--- src/pstm_pkg.sv ---
// ----------------------------------------------------------------------------
// pstm_pkg
// Shared types and constants for the pot soft-takeover mixer.
// ----------------------------------------------------------------------------
package pstm_pkg;

	localparam int NUM_LEVELS = 3;
	localparam int LVL_W      = (NUM_LEVELS > 1) ? $clog2(NUM_LEVELS) : 1;

	localparam int RAW_W  = 12;
	localparam int PCT_W  = 7;
	localparam int JOY_W  = 2;
	localparam int LVL_OW = 2;
	localparam int DIR_W  = 2;
	localparam int CFG_W  = 7;
	localparam int CIDX_W = 1;

	localparam logic [RAW_W-1:0] RAW_FULL = 12'd4095;
	localparam logic [PCT_W-1:0] PCT_FULL = 7'd100;

	localparam logic [CFG_W-1:0] THRESHOLD_RST = 7'd2;
	localparam logic [CFG_W-1:0] WINDOW_RST    = 7'd20;

	typedef enum logic [CIDX_W-1:0] {
		CFG_THRESHOLD = 1'b0,
		CFG_WINDOW    = 1'b1
	} cfg_idx_t;

	localparam logic [JOY_W-1:0] JOY_NONE  = 2'd0;
	localparam logic [JOY_W-1:0] JOY_UP    = 2'd1;
	localparam logic [JOY_W-1:0] JOY_DOWN  = 2'd2;
	localparam logic [JOY_W-1:0] JOY_SPARE = 2'd3;

	localparam logic signed [DIR_W-1:0] DIR_NONE  = 2'sb00;
	localparam logic signed [DIR_W-1:0] DIR_ABOVE = 2'sb01;
	localparam logic signed [DIR_W-1:0] DIR_BELOW = 2'sb11;

	typedef struct packed {
		logic                    caught;
		logic                    changed;
		logic signed [DIR_W-1:0] dir;
		logic [PCT_W-1:0]        store_next;
	} pstm_side_t;

endpackage

--- src/pstm_if.sv ---
// ----------------------------------------------------------------------------
// pstm_in_if / pstm_out_if
// Valid/ready channels for pot sample requests and mixer results.
// ----------------------------------------------------------------------------
interface pstm_in_if import pstm_pkg::*; ();
	logic             valid;
	logic             ready;
	logic [RAW_W-1:0] left_raw;
	logic [RAW_W-1:0] right_raw;
	logic [JOY_W-1:0] joystick;

	modport source (output valid, left_raw, right_raw, joystick, input ready);
	modport sink (input valid, left_raw, right_raw, joystick, output ready);
endinterface

interface pstm_out_if import pstm_pkg::*; ();
	logic                    valid;
	logic                    ready;
	logic [LVL_OW-1:0]       level_used;
	logic [LVL_OW-1:0]       level_next;
	logic [PCT_W-1:0]        left_percent;
	logic [PCT_W-1:0]        right_percent;
	logic                    left_caught;
	logic                    right_caught;
	logic signed [DIR_W-1:0] left_drift_dir;
	logic signed [DIR_W-1:0] right_drift_dir;
	logic                    display_changed;

	modport source (output valid, level_used, level_next, left_percent, right_percent,
		left_caught, right_caught, left_drift_dir, right_drift_dir, display_changed,
		input ready);
	modport sink (input valid, level_used, level_next, left_percent, right_percent,
		left_caught, right_caught, left_drift_dir, right_drift_dir, display_changed,
		output ready);
endinterface

--- src/pstm_scale.sv ---
// ----------------------------------------------------------------------------
// pstm_scale
// Scales a 12-bit pot sample to a truncated percent, raw*100/4095.
// ----------------------------------------------------------------------------
module pstm_scale import pstm_pkg::*; (
	input  logic [RAW_W-1:0] raw,
	output logic [PCT_W-1:0] pct
);

	localparam int PROD_W = RAW_W + PCT_W;

	logic [PROD_W-1:0] prod;
	logic [PCT_W-1:0]  q0;
	logic [RAW_W:0]    rem;

	// 4095 = 4096 - 1: quotient by shift, remainder is low bits plus quotient,
	// which stays below twice the divisor, so one correction step suffices
	always_comb begin
		prod = PROD_W'(raw) * PROD_W'(PCT_FULL);
		q0   = prod[PROD_W-1:RAW_W];
		rem  = {1'b0, prod[RAW_W-1:0]} + (RAW_W+1)'(q0);
		pct  = q0 + PCT_W'(rem >= {1'b0, RAW_FULL});
	end

endmodule

--- src/pstm_side.sv ---
// ----------------------------------------------------------------------------
// pstm_side
// Catch, drift and update decision for one pot against its stored percent.
// ----------------------------------------------------------------------------
module pstm_side import pstm_pkg::*; (
	input  logic [PCT_W-1:0] stored,
	input  logic [PCT_W-1:0] now,
	input  logic [CFG_W-1:0] threshold,
	input  logic [CFG_W-1:0] window,
	output pstm_side_t       side
);

	logic [PCT_W-1:0] gap;
	logic             below;

	always_comb begin
		below            = now < stored;
		gap              = below ? (stored - now) : (now - stored);
		side.changed     = gap > threshold;
		side.caught      = gap <= window;
		if (side.caught) begin
			side.dir = DIR_NONE;
		end else if (below) begin
			side.dir = DIR_BELOW;
		end else begin
			side.dir = DIR_ABOVE;
		end
		// a change that is not caught leaves the store alone
		side.store_next  = (side.changed && side.caught) ? now : stored;
	end

endmodule

--- src/pot_soft_takeover_mixer.sv ---
// ----------------------------------------------------------------------------
// pot_soft_takeover_mixer
// Soft-takeover of two pots over a set of mixer levels with joystick select.
// ----------------------------------------------------------------------------
//  channel   | dir | handshake    | payload
//  ----------+-----+--------------+-------------------------------------------
//  samples   | in  | valid/ready  | left_raw, right_raw, joystick
//  result    | out | valid/ready  | levels, percents, caught, drift, changed
//  cfg       | in  | cfg_we       | cfg_idx, cfg_wdata (threshold, window)
//
//  One request per cycle sustained while the result is taken; a request leaves
//  through the input register, then the result register.
//  Store and level are updated as a request leaves the input register, so the
//  next request in line always sees the updated state.
//  A stalled result holds; the input register still takes one more request.
//  Reset clears stores, level and valids; registers return to 2 and 20.
// ----------------------------------------------------------------------------
module pot_soft_takeover_mixer import pstm_pkg::*; (
	input  logic              clk,
	input  logic              arst_n,
	input  logic              cfg_we,
	input  logic [CIDX_W-1:0] cfg_idx,
	input  logic [CFG_W-1:0]  cfg_wdata,
	pstm_in_if.sink           samples,
	pstm_out_if.source        result
);

	logic [CFG_W-1:0] threshold_q;
	logic [CFG_W-1:0] window_q;

	logic [PCT_W-1:0] left_store_q [NUM_LEVELS];
	logic [PCT_W-1:0] right_store_q [NUM_LEVELS];
	logic [LVL_W-1:0] level_q;

	logic             valid_s1;
	logic [RAW_W-1:0] left_raw_s1;
	logic [RAW_W-1:0] right_raw_s1;
	logic [JOY_W-1:0] joystick_s1;

	logic                    valid_s2;
	logic [LVL_OW-1:0]       level_used_s2;
	logic [LVL_OW-1:0]       level_next_s2;
	logic [PCT_W-1:0]        left_pct_s2;
	logic [PCT_W-1:0]        right_pct_s2;
	logic                    left_caught_s2;
	logic                    right_caught_s2;
	logic signed [DIR_W-1:0] left_dir_s2;
	logic signed [DIR_W-1:0] right_dir_s2;
	logic                    changed_s2;

	logic             advance;
	logic             fire;
	logic [PCT_W-1:0] left_now;
	logic [PCT_W-1:0] right_now;
	pstm_side_t       left_side;
	pstm_side_t       right_side;
	logic [LVL_W-1:0] level_nxt;

	assign advance       = !valid_s2 || result.ready;
	assign fire          = valid_s1 && advance;
	assign samples.ready = !valid_s1 || advance;

	// configuration
	always_ff @(posedge clk or negedge arst_n) begin
		if (!arst_n) begin
			threshold_q <= THRESHOLD_RST;
			window_q    <= WINDOW_RST;
		end else if (cfg_we) begin
			case (cfg_idx)
				CFG_THRESHOLD: threshold_q <= cfg_wdata;
				CFG_WINDOW:    window_q    <= cfg_wdata;
				default: ;
			endcase
		end
	end

	// input register
	always_ff @(posedge clk or negedge arst_n) begin
		if (!arst_n) begin
			valid_s1 <= 1'b0;
		end else if (samples.ready) begin
			valid_s1 <= samples.valid;
		end
	end

	always_ff @(posedge clk) begin
		if (samples.valid && samples.ready) begin
			left_raw_s1  <= samples.left_raw;
			right_raw_s1 <= samples.right_raw;
			joystick_s1  <= samples.joystick;
		end
	end

	pstm_scale u_scale_left (
		.raw (left_raw_s1),
		.pct (left_now)
	);

	pstm_scale u_scale_right (
		.raw (right_raw_s1),
		.pct (right_now)
	);

	pstm_side u_side_left (
		.stored    (left_store_q[level_q]),
		.now       (left_now),
		.threshold (threshold_q),
		.window    (window_q),
		.side      (left_side)
	);

	pstm_side u_side_right (
		.stored    (right_store_q[level_q]),
		.now       (right_now),
		.threshold (threshold_q),
		.window    (window_q),
		.side      (right_side)
	);

	// step the level with wraparound; the unused code counts as no event
	always_comb begin
		case (joystick_s1)
			JOY_UP:   level_nxt = (level_q == LVL_W'(NUM_LEVELS - 1)) ?
				'0 : level_q + LVL_W'(1);
			JOY_DOWN: level_nxt = (level_q == '0) ?
				LVL_W'(NUM_LEVELS - 1) : level_q - LVL_W'(1);
			default:  level_nxt = level_q;
		endcase
	end

	// state update as the request moves to the result register
	always_ff @(posedge clk or negedge arst_n) begin
		if (!arst_n) begin
			level_q <= '0;
			for (int i = 0; i < NUM_LEVELS; i++) begin
				left_store_q[i]  <= '0;
				right_store_q[i] <= '0;
			end
		end else if (fire) begin
			level_q                <= level_nxt;
			left_store_q[level_q]  <= left_side.store_next;
			right_store_q[level_q] <= right_side.store_next;
		end
	end

	// result register
	always_ff @(posedge clk or negedge arst_n) begin
		if (!arst_n) begin
			valid_s2 <= 1'b0;
		end else if (advance) begin
			valid_s2 <= valid_s1;
		end
	end

	always_ff @(posedge clk) begin
		if (fire) begin
			level_used_s2   <= LVL_OW'(level_q);
			level_next_s2   <= LVL_OW'(level_nxt);
			left_pct_s2     <= left_side.store_next;
			right_pct_s2    <= right_side.store_next;
			left_caught_s2  <= left_side.caught;
			right_caught_s2 <= right_side.caught;
			left_dir_s2     <= left_side.dir;
			right_dir_s2    <= right_side.dir;
			changed_s2      <= left_side.changed || right_side.changed;
		end
	end

	assign result.valid           = valid_s2;
	assign result.level_used      = level_used_s2;
	assign result.level_next      = level_next_s2;
	assign result.left_percent    = left_pct_s2;
	assign result.right_percent   = right_pct_s2;
	assign result.left_caught     = left_caught_s2;
	assign result.right_caught    = right_caught_s2;
	assign result.left_drift_dir  = left_dir_s2;
	assign result.right_drift_dir = right_dir_s2;
	assign result.display_changed = changed_s2;

	a_level_range: assert property (@(posedge clk) disable iff (!arst_n)
		level_q <= LVL_W'(NUM_LEVELS - 1))
		else $error("level out of range");

	a_pct_range: assert property (@(posedge clk) disable iff (!arst_n)
		valid_s2 |-> (left_pct_s2 <= PCT_FULL) && (right_pct_s2 <= PCT_FULL))
		else $error("stored percent above full scale");

	a_drift_caught: assert property (@(posedge clk) disable iff (!arst_n)
		valid_s2 |-> (left_caught_s2 == (left_dir_s2 == DIR_NONE)) &&
			(right_caught_s2 == (right_dir_s2 == DIR_NONE)))
		else $error("drift direction disagrees with caught flag");

	a_hold_s1: assert property (@(posedge clk) disable iff (!arst_n)
		valid_s1 && !advance |=> valid_s1 && $stable(left_raw_s1) && $stable(joystick_s1))
		else $error("stalled request lost");

endmodule

--- src/flat_wrapper.sv ---
// flat-port wrapper written by rule: the top's interface ports become plain ports
module pot_soft_takeover_mixer_flat import pstm_pkg::*;
  (clk, arst_n, cfg_we, cfg_idx, cfg_wdata, samples_valid, samples_left_raw, samples_right_raw, samples_joystick, samples_ready, result_valid, result_level_used, result_level_next, result_left_percent, result_right_percent, result_left_caught, result_right_caught, result_left_drift_dir, result_right_drift_dir, result_display_changed, result_ready);
  pstm_in_if samples_i ();
  pstm_out_if result_i ();
  input  logic clk;
  input  logic arst_n;
  input  logic cfg_we;
  input  logic [CIDX_W-1:0] cfg_idx;
  input  logic [CFG_W-1:0] cfg_wdata;
  input wire logic [$bits(samples_i.valid)-1:0] samples_valid;
  input wire logic [$bits(samples_i.left_raw)-1:0] samples_left_raw;
  input wire logic [$bits(samples_i.right_raw)-1:0] samples_right_raw;
  input wire logic [$bits(samples_i.joystick)-1:0] samples_joystick;
  output wire logic [$bits(samples_i.ready)-1:0] samples_ready;
  output wire logic [$bits(result_i.valid)-1:0] result_valid;
  output wire logic [$bits(result_i.level_used)-1:0] result_level_used;
  output wire logic [$bits(result_i.level_next)-1:0] result_level_next;
  output wire logic [$bits(result_i.left_percent)-1:0] result_left_percent;
  output wire logic [$bits(result_i.right_percent)-1:0] result_right_percent;
  output wire logic [$bits(result_i.left_caught)-1:0] result_left_caught;
  output wire logic [$bits(result_i.right_caught)-1:0] result_right_caught;
  output wire logic [$bits(result_i.left_drift_dir)-1:0] result_left_drift_dir;
  output wire logic [$bits(result_i.right_drift_dir)-1:0] result_right_drift_dir;
  output wire logic [$bits(result_i.display_changed)-1:0] result_display_changed;
  input wire logic [$bits(result_i.ready)-1:0] result_ready;
  assign samples_i.valid = samples_valid;
  assign samples_i.left_raw = samples_left_raw;
  assign samples_i.right_raw = samples_right_raw;
  assign samples_i.joystick = samples_joystick;
  assign samples_ready = samples_i.ready;
  assign result_valid = result_i.valid;
  assign result_level_used = result_i.level_used;
  assign result_level_next = result_i.level_next;
  assign result_left_percent = result_i.left_percent;
  assign result_right_percent = result_i.right_percent;
  assign result_left_caught = result_i.left_caught;
  assign result_right_caught = result_i.right_caught;
  assign result_left_drift_dir = result_i.left_drift_dir;
  assign result_right_drift_dir = result_i.right_drift_dir;
  assign result_display_changed = result_i.display_changed;
  assign result_i.ready = result_ready;
  pot_soft_takeover_mixer u_core (.clk(clk), .arst_n(arst_n), .cfg_we(cfg_we), .cfg_idx(cfg_idx), .cfg_wdata(cfg_wdata), .samples(samples_i), .result(result_i));
endmodule
--- config.mk ---
export PLATFORM = sky130hd
export DESIGN_NAME = pot_soft_takeover_mixer_flat
export DESIGN_NICKNAME = d
export VERILOG_FILES = /design/src/pstm_pkg.sv /design/src/pstm_if.sv /design/src/pstm_scale.sv /design/src/pstm_side.sv /design/src/pot_soft_takeover_mixer.sv /design/src/flat_wrapper.sv
export SDC_FILE = /design/constraint.sdc
export NUM_CORES = 1
export LEC_CHECK = 0
export ABC_AREA = 1
export BUFFER_PORTS_ARGS = -buffer_cell sky130_fd_sc_hd__buf_2
export CORE_MARGIN = 10
export CORE_UTILIZATION = 39
export CTS_BUF_LIST = sky130_fd_sc_hd__clkbuf_4 sky130_fd_sc_hd__clkbuf_8 sky130_fd_sc_hd__clkbuf_16
export DETAILED_ROUTE_END_ITERATION = 12
export GPL_TIMING_DRIVEN = 0
export PLACE_DENSITY = 0.63
export SLEW_MARGIN = 5
export SYNTH_ARGS = -nofsm -noshare
export SYNTH_HDL_FRONTEND = slang
export SYNTH_SLANG_ARGS = --single-unit
--- constraint.sdc ---
create_clock -name clk -period 8.21 [get_ports clk]
set_input_delay 0.821 -clock clk [delete_from_list [all_inputs] [get_ports clk]]
set_output_delay 0.821 -clock clk [all_outputs]
set_load 0.02 [all_outputs]
==> summary.md, run 1 <==
| Metric | Value |
|---|---|
| Die H | `175 µm` |
| Period minus WS final | `around 8000 ps` |
| Final hold vios | `0` |
| Total global routing track utilization | `roughly 15%` |
| Proportion of netlist area held by the largest area contributor | `19.9%` |
| Initial antenna violation count | `0` |
| Synthesized area | `between 9000 and 10000 µm²` |
| Clock skew | `13.4 ps` |
| Async S/R FF share, synth | `~54%` |
| YS warnings | `0` |
| # Max-Cap Violations | `0` |
| Hold path depth | `2` |
| Vias per std cell | `4.94` |
| FP Rows | `56` |
| Count leader, synth | `nand2_1` |
| # diodes | `0` |
| Critical path's slowest cell | `fa_1` |
| CP Launch Type | `register` |
| Core Util, Final | `about half` |
| Clock Root Buffer | `clkbuf_16` |
| Reg-to-reg endpoint | `u_core.result.right_percent[5]` |
| R2R depth | `45` |
| Drt first-iter violations | `390` |
| CTS buffer count | `9` |
| Post-synthesis sequential area ratio | `between 30% and 40%` |
| Final #Nets | `roughly 1500` |
| EDFF count, synth | `just over 50` |
| Hold Path Sink | `u_core.right_store_q[19]` |
| Maximum net fanout on the critical path | `5` |
| Largest net degree at the start of global routing | `61` |
| Chip width | `between 150 and 200 µm` |
| Post-route setup slack | `roughly 360 ps` |
| Area leader, netlist | `ha_1` |
| Number of buffers added on ports | `65` |
| Netlist cell types | `48` |
| Slew @ Worst Pin | `roughly 1300 ps` |
| Post-DP HPWL | `approximately 17 mm` |
| First-pass GRT wire length | `37.5 mm` |
| Routed wire per std cell | `14.8 µm` |
| Core area | `about 24000 µm²` |
| CP Capture Type | `register` |
| Vias in the first global route | `between 7000 and 8000` |
| GP Congestion | `0.860` |
| # H-tree levels | `3` |
| Drt pass-1 iters | `4` |
| Yosys reg bits | `111` |
| Layout fillers | `between 2000 and 2500` |
| Final setup violation count | `0` |
| Hold Path Class | `reg2reg` |
| Worst reg2reg startpoint | `u_core.right_raw_s1[3]` |
| CTS Sinks | `between 100 and 150` |
| Area grow syn2layout | `24.2%` |
| Crit path kind | `reg2reg` |
| Outcome | `finished clean` |
| Max incr delay on CP | `roughly 540 ps` |
| Post-synth top cells | `nand2_1 (320), inv_1 (176), ha_1 (150), nand3_1 (63), dfrtp_1 (57)` |
| Die area | `around 31000 µm²` |
| CP required | `~8300 ps` |
| DP Worst Slack | `-452 ps` |
| # DRC | `0` |
| HP Start | `u_core.right_store_q[19]` |
| Reg-to-reg setup timing slack | `approximately 360 ps` |
| Initial cell density of the core | `between 30 and 40%` |
| Slew Limit Fails | `0` |
| Synth area leaders | `ha_1 (20%), edfxtp_1 (16%), dfrtp_1 (15%)` |
| CTS tree | `yes` |
| # IOs | `66` |
| Syn_nets | `about 1400` |
| Post-Syn Instances | `approximately 1200` |
| Layout cells sized above 1 | `a little over a quarter` |
| Final Cycle Share | `a little over nine tenths` |
| Worst EP arrival | `approximately 8000 ps` |
| Clk_lat worst skew | `approximately 360 ps` |
| Max-slew headroom | `15.0%` |
| Syn avg cell area | `just over 8 µm²` |
| Clock Tree Buf Depth | `2` |
| Vias | `between 7000 and 8000` |
| FMAX | `between 100 and 150 MHz` |
| GRT overflow | `0` |
| Ys flop type | `dfrtp_1` |
| Final WL | `around 24 mm` |
| Antenna-violating nets left | `0` |
| Hold Buf Count CTS | `0` |
| Clk slew on worst S/H paths | `about 80 ps` |
## cell families (layout without fill, tap and decap cells)
family	count (synthesis)	in the layout	share of synthesized area (%)
and+or+nand+nor	512	512	23.7
buffers and inverters	202	332	8.35
adders and majority gates	170	170	24.2
AOI/OAI and AO/OA	145	145	9.39
DFF	111	111	32.2
xor gates and xnor gates	20	20	1.94
muxes	2	2	0.212
## per-stage QoR
stage	cell area (µm²)	cells	hold WS, ps	setup TNS (ps)
floorplan	9420	1162	441	0
global placement	10100	1546	455	-10570
detailed placement	10200	1546	456	-11790
CTS	10600	1572	478	0
global route	11700	1611	497	-1450
finish	11700	1611	476	0
## metal layers
layer	wire (µm)	vias to the layer above	GRT usage [%]	part of all wire [%]
met5	0	-	0	0
met4	348	0	3.74	1.5
met3	694	24	1.97	2.9
met2	11900	105	26.5	50
met1	10800	3767	17.9	45
li1	-	4061	-	-
## critical path, delay by kind of cell, from the launching register on
kind	cells	cell delay (ps)
xor+xnor	1	200
fa+ha+maj	10	3010
simple gates	22	2240
flops	1	470
compound gates	5	1040
buf+inv	7	640
## repair_timing
action | 4_1_cts | 5_1_grt
buffers inserted | 9 | 38
setup endpoints to repair | 56 | 62
pin swaps | 2 | 73
gates resized for setup | 21 | 158
gates cloned | 1 | 2
## layout make-up
cell class	count	area, µm²	area share, %
Tap cell	319	399	3.41
Sequential cell	111	3040	25.9
Timing Repair Buffer	115	722	6.17
Clock inverter	7	75.1	0.641
Clock buffer	9	225	1.92
Buffer	18	116	0.994
Inverter	183	702	6.00
Multi-Input combinational cell	849	6430	54.9
## how the worst max path moves through the flow
stage,slack (ps),depth (start not counted),endpoint,from
2_1_floorplan,640,50,u_core.result.left_percent[5],u_core.left_raw_s1[6]
3_3_place_gp,-400,52,u_core.result.left_percent[6],u_core.left_raw_s1[6]
3_5_place_dp,-450,52,u_core.result.left_percent[5],u_core.left_raw_s1[6]
4_1_cts,10,46,u_core.result.right_percent[5],u_core.right_raw_s1[6]
5_1_grt,-100,51,u_core.result.left_percent[5],u_core.left_raw_s1[6]
6_report,360,45,u_core.result.right_percent[5],u_core.right_raw_s1[3]
## state kept, by name, indices dropped and copies added (netlist names)
| name | count |
|---|---|
| u_core.threshold_q | 7 |
| u_core.result.right_drift_dir | 2 |
| u_core.level_q | 2 |
| u_core.result.left_drift_dir | 2 |
| u_core.result.valid | 1 |
| u_core.joystick_s1 | 2 |
| u_core.result.right_percent | 7 |
| u_core.right_raw_s1 | 12 |
| u_core.left_raw_s1 | 12 |
| u_core.result.right_caught | 1 |
| u_core.result.left_caught | 1 |
| u_core.left_store_q | 21 |
| u_core.valid_s1 | 1 |
| u_core.result.level_used | 2 |
| u_core.window_q | 7 |
| u_core.right_store_q | 21 |
| u_core.result.display_changed | 1 |
| u_core.result.level_next | 2 |
| u_core.result.left_percent | 7 |
## placed cells by master (no fill, tap or decap), types with 6 or more instances in the layout
cell,synthesis,layout
ha_1,150,108
edfxtp_1,51,51
nand4_1,15,15
o21ai_0,40,35
a21oi_2,4,9
nand2_4,0,6
a21oi_1,41,34
nand2_1,320,289
fa_1,20,17
nor3_1,7,6
buf_4,1,48
o21ai_2,8,11
ha_4,0,34
nand2_2,14,39
clkbuf_1,7,6
a32oi_1,10,7
dfrtp_1,57,57
nand3_2,8,9
o21ai_1,12,12
nand3_1,63,60
or2_2,21,21
xor2_1,12,11
nor2_1,47,39
nor2_2,4,9
buf_2,8,71
inv_2,6,17
ha_2,0,8
inv_1,176,163
clkbuf_16,0,10
Power of run 1 is left out: the tool's default activity adds up to more than one toggle a clock period on the data nets, which glitch-free logic cannot reach.
==> run 2: changes to the inputs <==
- PLACE_DENSITY: 0.63 -> 0.62
- SYNTH_HIERARCHICAL: unset -> 1
==> summary.md, run 2 <==
| Metric | Value |
|---|---|
| Yosys reg bits | `111 (unchanged)` |
| Hold Buf Count CTS | `0 (unchanged)` |
| Crit path kind | `reg2reg (unchanged)` |
| # DRC | `0 (unchanged)` |
| Core area | `25800 µm² (was 23600 µm²)` |
| Outcome | `finished clean (unchanged)` |
| Worst reg2reg startpoint | `u_core/left_raw_s1[4] (was u_core.right_raw_s1[3])` |
| Total global routing track utilization | `13.4% (was 14.7%)` |
| Syn avg cell area | `8.22 µm² (was 8.11 µm²)` |
| YS warnings | `6 (was 0)` |
| Commonest non-fill, non-tap cell in the layout | `nand2_1 (unchanged)` |
| Adder-Cell Fraction of Synth Area | `22.5% (was 24.2%)` |
| Mux cell area share after synthesis | `0% (was 0.212%)` |
| Design area | `11700 µm² (about the same)` |
| Number of buffers added on ports | `65 (unchanged)` |
| Post-Syn Instances | `1236 (was 1162)` |
| Reg-to-reg endpoint | `u_core/result.display_changed (was u_core.result.right_percent[5])` |
| Final setup violation count | `0 (unchanged)` |
| First-pass GRT wire length | `37.3 mm (was 37.5 mm)` |
| Area leader, netlist | `ha_1 (unchanged)` |
| Most frequent cells in the layout | `nand2_1 (286), inv_1 (228), ha_1 (141), nand3_1 (85), buf_2 (72) (was nand2_1 (289), inv_1 (163), ha_1 (108), buf_2 (71), nand3_1 (60))` |
| Initial antenna violation count | `0 (unchanged)` |
| # H-tree levels | `3 (unchanged)` |
| CTS buffer count | `9 (unchanged)` |
| Hold Path Class | `reg2reg (unchanged)` |
| Routed wire per std cell | `13.5 µm (was 14.8 µm)` |
| Critical path's slowest cell | `fa_1 (unchanged)` |
| Drt pass-1 iters | `5 (was 4)` |
| Vias in the first global route | `7672 (was 7848)` |
| Proportion of netlist area held by the largest area contributor | `18.6% (was 19.9%)` |
| Final WL | `22.6 mm (was 23.8 mm)` |
| Compound-Gate Fraction of Synth Area | `9.66% (was 9.39%)` |
| Chip width | `181 µm (was 175 µm)` |
| Max incr delay on CP | `510 ps (was 540 ps)` |
| Post-synth top cells | `nand2_1 (291), inv_1 (239), ha_1 (151), nand3_1 (85), dfrtp_1 (57) (was nand2_1 (320), inv_1 (176), ha_1 (150), nand3_1 (63), dfrtp_1 (57))` |
| Post-DP Area | `10900 µm² (was 10200 µm²)` |
| Biggest regs | `u_core/left_store_q: 21 flops, u_core/right_store_q: 21 flops (was u_core.left_store_q: 21 flops, u_core.right_store_q: 21 flops)` |
| Clk slew on worst S/H paths | `80 ps (about the same)` |
| Clock Tree Buf Depth | `2 (unchanged)` |
| Post-DP HPWL | `17.9 mm (was 17.5 mm)` |
| CP required | `8320 ps (was 8330 ps)` |
| # diodes | `0 (unchanged)` |
| Post-Synth XOR/XNOR Area | `4.16% (was 1.94%)` |
| Drt first-iter violations | `518 (was 390)` |
| Hold path depth | `2 (unchanged)` |
| Netlist cell types | `44 (was 48)` |
| Async S/R FF share, synth | `54.1% (unchanged)` |
| FMAX | `130 MHz (was 127 MHz)` |
| Crit path top cell by count | `nand2_1` |
| Synth area leaders | `ha_1 (19%), edfxtp_1 (15%), dfrtp_1 (14%) (was ha_1 (20%), edfxtp_1 (16%), dfrtp_1 (15%))` |
| Synthesized area | `10200 µm² (was 9420 µm²)` |
| Max-slew headroom | `42.5% (was 15.0%)` |
| Synth Area in Simple Gates | `23.0% (was 23.7%)` |
| Count leader, synth | `nand2_1 (unchanged)` |
| HP Start | `u_core/left_store_q[15] (was u_core.right_store_q[19])` |
| Syn_nets | `1446 (was 1371)` |
| Layout fillers | `2582 (was 2200)` |
| Clk_lat worst skew | `360 ps (about the same)` |
| CTS Sinks | `111 (unchanged)` |
| Reg area | `3040 µm² (unchanged)` |
| CP Capture Type | `register (unchanged)` |
| Final hold vios | `0 (unchanged)` |
| CP Launch Type | `register (unchanged)` |
| Antenna-violating nets left | `0 (unchanged)` |
| Clock skew | `11.7 ps (was 13.4 ps)` |
| Initial cell density of the core | `39.3% (was 39.9%)` |
| Slew @ Worst Pin | `862 ps (was 1270 ps)` |
| # Max-Cap Violations | `0 (unchanged)` |
| GRT overflow | `0 (unchanged)` |
| Die area | `32900 µm² (was 30800 µm²)` |
| Area grow syn2layout | `14.6% (was 24.2%)` |
| Hold Path Sink | `u_core/left_store_q[15] (was u_core.right_store_q[19])` |
| Die H | `181 µm (was 175 µm)` |
| Clock Root Buffer | `clkbuf_16 (unchanged)` |
| Final Cycle Share | `93.9% (was 95.7%)` |
| Worst EP arrival | `7830 ps (was 7970 ps)` |
| Layout cells sized above 1 | `21.9% (was 26.3%)` |
| Vias | `8010 (was 7957)` |
| Post-synthesis sequential area ratio | `29.9% (was 32.2%)` |
| Largest net degree at the start of global routing | `61 (unchanged)` |
| Vias per std cell | `4.78 (was 4.94)` |
| Slew Limit Fails | `0 (unchanged)` |
| # IOs | `66 (unchanged)` |
| R2R depth | `47 (was 45)` |
| Reg-to-reg setup timing slack | `500 ps (was 360 ps)` |
| Multi-input logic area | `6290 µm² (was 6430 µm²)` |
| EDFF count, synth | `51 (unchanged)` |
| Final #Nets | `1544 (was 1496)` |
| CTS tree | `yes (unchanged)` |
| Maximum net fanout on the critical path | `9 (was 5)` |
| Ys flop type | `dfrtp_1 (unchanged)` |
| Core Util, Final | `45.1% (was 49.6%)` |
| FP Rows | `59 (was 56)` |
| GP Congestion | `0.853 (was 0.860)` |
| Period minus WS final | `7710 ps (was 7850 ps)` |
| Largest family of logic cells by synthesized area | `simple AND/OR/NAND/NOR gates (was adder cells)` |
-- run 2: changes by cell type in the layout (fill, tap and decap cells not counted), sizes merged, moves of 16 or more --
cell,change
inv,+61
buf,-21
o21ai,+31
nand3,+23
or2,-16
-- run 2: area by class of cell --
cell class | instances | share of cell area, %
Clock inverter | 4 | 0.290
Tap cell | 335 | 3.60
Multi-Input combinational cell | 863 | 54.0
Clock buffer | 12 | 2.33
Inverter | 244 | 7.86
Sequential cell | 111 | 26.1
Buffer | 20 | 1.59
Timing Repair Buffer | 85 | 4.27
-- run 2: per-layer routing --
layer,share of wire [%],track usage [%],up-vias
li1,-,-,4141
met1,49,17.8,3722
met2,46,22.4,130
met3,4.0,2.54,17
met4,0.94,2.64,0
met5,0,0,-
-- run 2: cell families after synthesis --
kind of cell	count (synthesis)
buf+inv	264
flops	111
fa+ha+maj	171
xor+xnor	41
simple gates	507
compound gates	142
-- run 2: critical path, delay by kind of cell (launching register included) --
kind | cells | cell delay (ps)
DFF | 1 | 420
adders and majority gates | 8 | 2540
xor gates and xnor gates | 2 | 580
AOI/OAI and AO/OA | 7 | 1100
buffers and inverters | 7 | 580
and+or+nand+nor | 23 | 2230
-- run 2: metrics by stage --
step	hold WS, ps	setup slack [ps]	TNS [ps]	cells
after floorplan	445	1270	0	1236
after global placement	459	290	0	1636
after detailed placement	465	199	0	1637
after CTS	484	187	0	1653
after global routing	497	-106	-2160	1674
final	482	497	0	1674
-- run 2: worst max-delay path by stage --
stage	startpoint	end	slack, ps
6_report	u_core/left_raw_s1[4]	u_core/result.display_changed	500
5_1_grt	u_core/left_raw_s1[4]	u_core/left_store_q[14]	-110
4_1_cts	u_core/left_raw_s1[6]	u_core/left_store_q[20]	190
3_5_place_dp	u_core/left_raw_s1[6]	u_core/left_store_q[13]	200
3_3_place_gp	u_core/left_raw_s1[6]	u_core/left_store_q[20]	290
2_1_floorplan	u_core/left_raw_s1[6]	u_core/result.display_changed	1270
-- run 2: timing repair --
item,4_1_cts,5_1_grt
endpoints found under the setup margin,0,63
endpoints found under the hold margin,0,0
buffers inserted,0,19
gates resized for setup,0,51
Power of run 2 is left out for the same reason.
==> run 3: changes to the inputs <==
- BUFFER_PORTS_ARGS: -buffer_cell sky130_fd_sc_hd__buf_2 -> unset
- CELL_PAD_IN_SITES_DETAIL_PLACEMENT: unset -> 1
- CELL_PAD_IN_SITES_GLOBAL_PLACEMENT: unset -> 2
- DONT_BUFFER_PORTS: unset -> 1
- PLACE_DENSITY: 0.62 -> unset
- PLACE_DENSITY_LB_ADDON: unset -> 0.12
==> summary.md, run 3 (same netlist as run 2, synthesis figures left out) <==
| Metric | Value |
|---|---|
| Outcome | `finished clean (unchanged)` |
| Drt pass-1 iters | `4 (was 5)` |
| Vias per std cell | `4.90 (was 4.78)` |
| Final hold vios | `0 (unchanged)` |
| Initial cell density of the core | `39.3% (unchanged)` |
| Clock skew | `13.2 ps (was 11.7 ps)` |
| Vias | `7906 (was 8010)` |
| CTS Sinks | `111 (unchanged)` |
| Total global routing track utilization | `15.8% (was 13.4%)` |
| Core area | `25800 µm² (unchanged)` |
| Reg-to-reg setup timing slack | `610 ps (was 500 ps)` |
| Hold Path Class | `in2async (was reg2reg)` |
| Period minus WS final | `7600 ps (was 7710 ps)` |
| Die area | `32900 µm² (unchanged)` |
| FMAX | `132 MHz (was 130 MHz)` |
| # H-tree levels | `3 (unchanged)` |
| Final WL | `25.8 mm (was 22.6 mm)` |
| First-pass GRT wire length | `42.9 mm (was 37.3 mm)` |
| Drt first-iter violations | `254 (was 518)` |
| Slew @ Worst Pin | `861 ps (was 862 ps)` |
| Clk_lat worst skew | `370 ps (was 360 ps)` |
| CTS buffer count | `9 (unchanged)` |
| # IOs | `66 (unchanged)` |
| Layout cells sized above 1 | `18.6% (was 21.9%)` |
| Layout fillers | `3110 (was 2582)` |
| CP required | `8470 ps (was 8320 ps)` |
| Initial antenna violation count | `0 (unchanged)` |
| Crit path buf inv count | `3 (was 7)` |
| Worst reg2reg startpoint | `u_core/left_raw_s1[2] (was u_core/left_raw_s1[4])` |
| Clock Root Buffer | `clkbuf_16 (unchanged)` |
| Vias in the first global route | `8401 (was 7672)` |
| Slew Limit Fails | `0 (unchanged)` |
| Biggest regs | `u_core/left_store_q: 21 flops, u_core/right_store_q: 21 flops (unchanged)` |
| R2R depth | `46 (was 47)` |
| CP Launch Type | `register (unchanged)` |
| Worst EP arrival | `7870 ps (was 7830 ps)` |
| Maximum net fanout on the critical path | `8 (was 9)` |
| Post-DP Area | `10600 µm² (was 10900 µm²)` |
| Chip width | `181 µm (unchanged)` |
| Commonest non-fill, non-tap cell in the layout | `nand2_1 (unchanged)` |
| Design area | `11400 µm² (was 11700 µm²)` |
| GP Congestion | `0.764 (was 0.853)` |
| Final #Nets | `1485 (was 1544)` |
| GRT overflow | `0 (unchanged)` |
| # diodes | `0 (unchanged)` |
| Max-slew headroom | `42.5% (about the same)` |
| CP Capture Type | `register (unchanged)` |
| Area grow syn2layout | `12.3% (was 14.6%)` |
| Worst path top cell family by delay | `adder cells (unchanged)` |
| Clock Tree Buf Depth | `2 (unchanged)` |
| Final setup violation count | `0 (unchanged)` |
| Clk slew on worst S/H paths | `80 ps (about the same)` |
| Reg-to-reg endpoint | `u_core/left_store_q[7] (was u_core/result.display_changed)` |
| Final Cycle Share | `92.6% (was 93.9%)` |
| CTS tree | `yes (unchanged)` |
| Post-DP HPWL | `20.7 mm (was 17.9 mm)` |
| Largest net degree at the start of global routing | `61 (unchanged)` |
| # DRC | `0 (unchanged)` |
| # Max-Cap Violations | `0 (unchanged)` |
| Hold Buf Count CTS | `0 (unchanged)` |
| Max incr delay on CP | `460 ps (was 510 ps)` |
| Most frequent cells in the layout | `nand2_1 (287), inv_1 (227), ha_1 (137), nand3_1 (85), dfrtp_1 (57) (was nand2_1 (286), inv_1 (228), ha_1 (141), nand3_1 (85), buf_2 (72))` |
| Critical path's slowest cell | `fa_1 (unchanged)` |
| Die H | `181 µm (unchanged)` |
| Antenna-violating nets left | `0 (unchanged)` |
| Routed wire per std cell | `16.0 µm (was 13.5 µm)` |
| FP Rows | `59 (unchanged)` |
| Crit path kind | `reg2reg (unchanged)` |
| Number of buffers added on ports | `0 (was 65)` |
| Crit path top cell by count | `nand2_1 (unchanged)` |
run 3: layout make-up:
cell class,instances,area (µm²),area share (%)
Clock inverter,5,42.5,0.373
Tap cell,335,419,3.67
Clock buffer,11,246,2.16
Timing Repair Buffer,28,246,2.16
Buffer,20,185,1.62
Multi-Input combinational cell,861,6320,55.4
Sequential cell,111,3040,26.6
Inverter,244,916,8.02
run 3: worst register-to-register path: cells and delay by family, from the launching register on:
family / cells / cell delay [ps]
flip-flops: 1 / 430
buffers and inverters: 3 / 290
XOR/XNOR: 2 / 510
AO/OA/AOI/OAI: 8 / 1300
adder cells (fa/ha/maj): 8 / 2600
AND/OR/NAND/NOR: 25 / 2400
run 3: stage by stage:
step	util (%)	setup WS [ps]	hold slack (ps)	std cells	setup TNS, ps
floorplan	-	1270	445	1236	0
global placement	41.0	26.5	462	1571	0
detailed placement	41.1	-83.6	464	1572	-919
CTS	42.3	39.0	125	1591	0
global route	44.2	-92.5	123	1615	-1430
finish	44.2	607	141	1615	0
run 3: timing repair:
item	CTS	global route
endpoints found under the hold margin	0	0
gates resized for setup	1	59
pin swaps	2	17
endpoints found under the setup margin	21	63
buffers inserted	3	24
run 3: worst max-delay path by stage:
stage	from	endpoint	slack, ps	depth (start not counted)
floorplan	u_core/left_raw_s1[6]	u_core/result.display_changed	1270	46
global placement	u_core/left_raw_s1[4]	u_core/left_store_q[13]	30	50
detailed placement	u_core/left_raw_s1[4]	u_core/left_store_q[7]	-80	50
CTS	u_core/right_raw_s1[3]	u_core/right_store_q[13]	40	46
global route	u_core/left_raw_s1[2]	u_core/left_store_q[20]	-90	46
finish	u_core/left_raw_s1[2]	u_core/left_store_q[7]	610	46
run 3: layer usage:
| layer | GRT usage (%) | vias up | share of wire, % |
|---|---|---|---|
| li1 | - | 4011 | - |
| met1 | 20.4 | 3802 | 48 |
| met2 | 27.3 | 81 | 48 |
| met3 | 2.74 | 12 | 2.9 |
| met4 | 2.96 | 0 | 0.75 |
| met5 | 0 | - | 0 |
Power of run 3 is left out for the same reason.
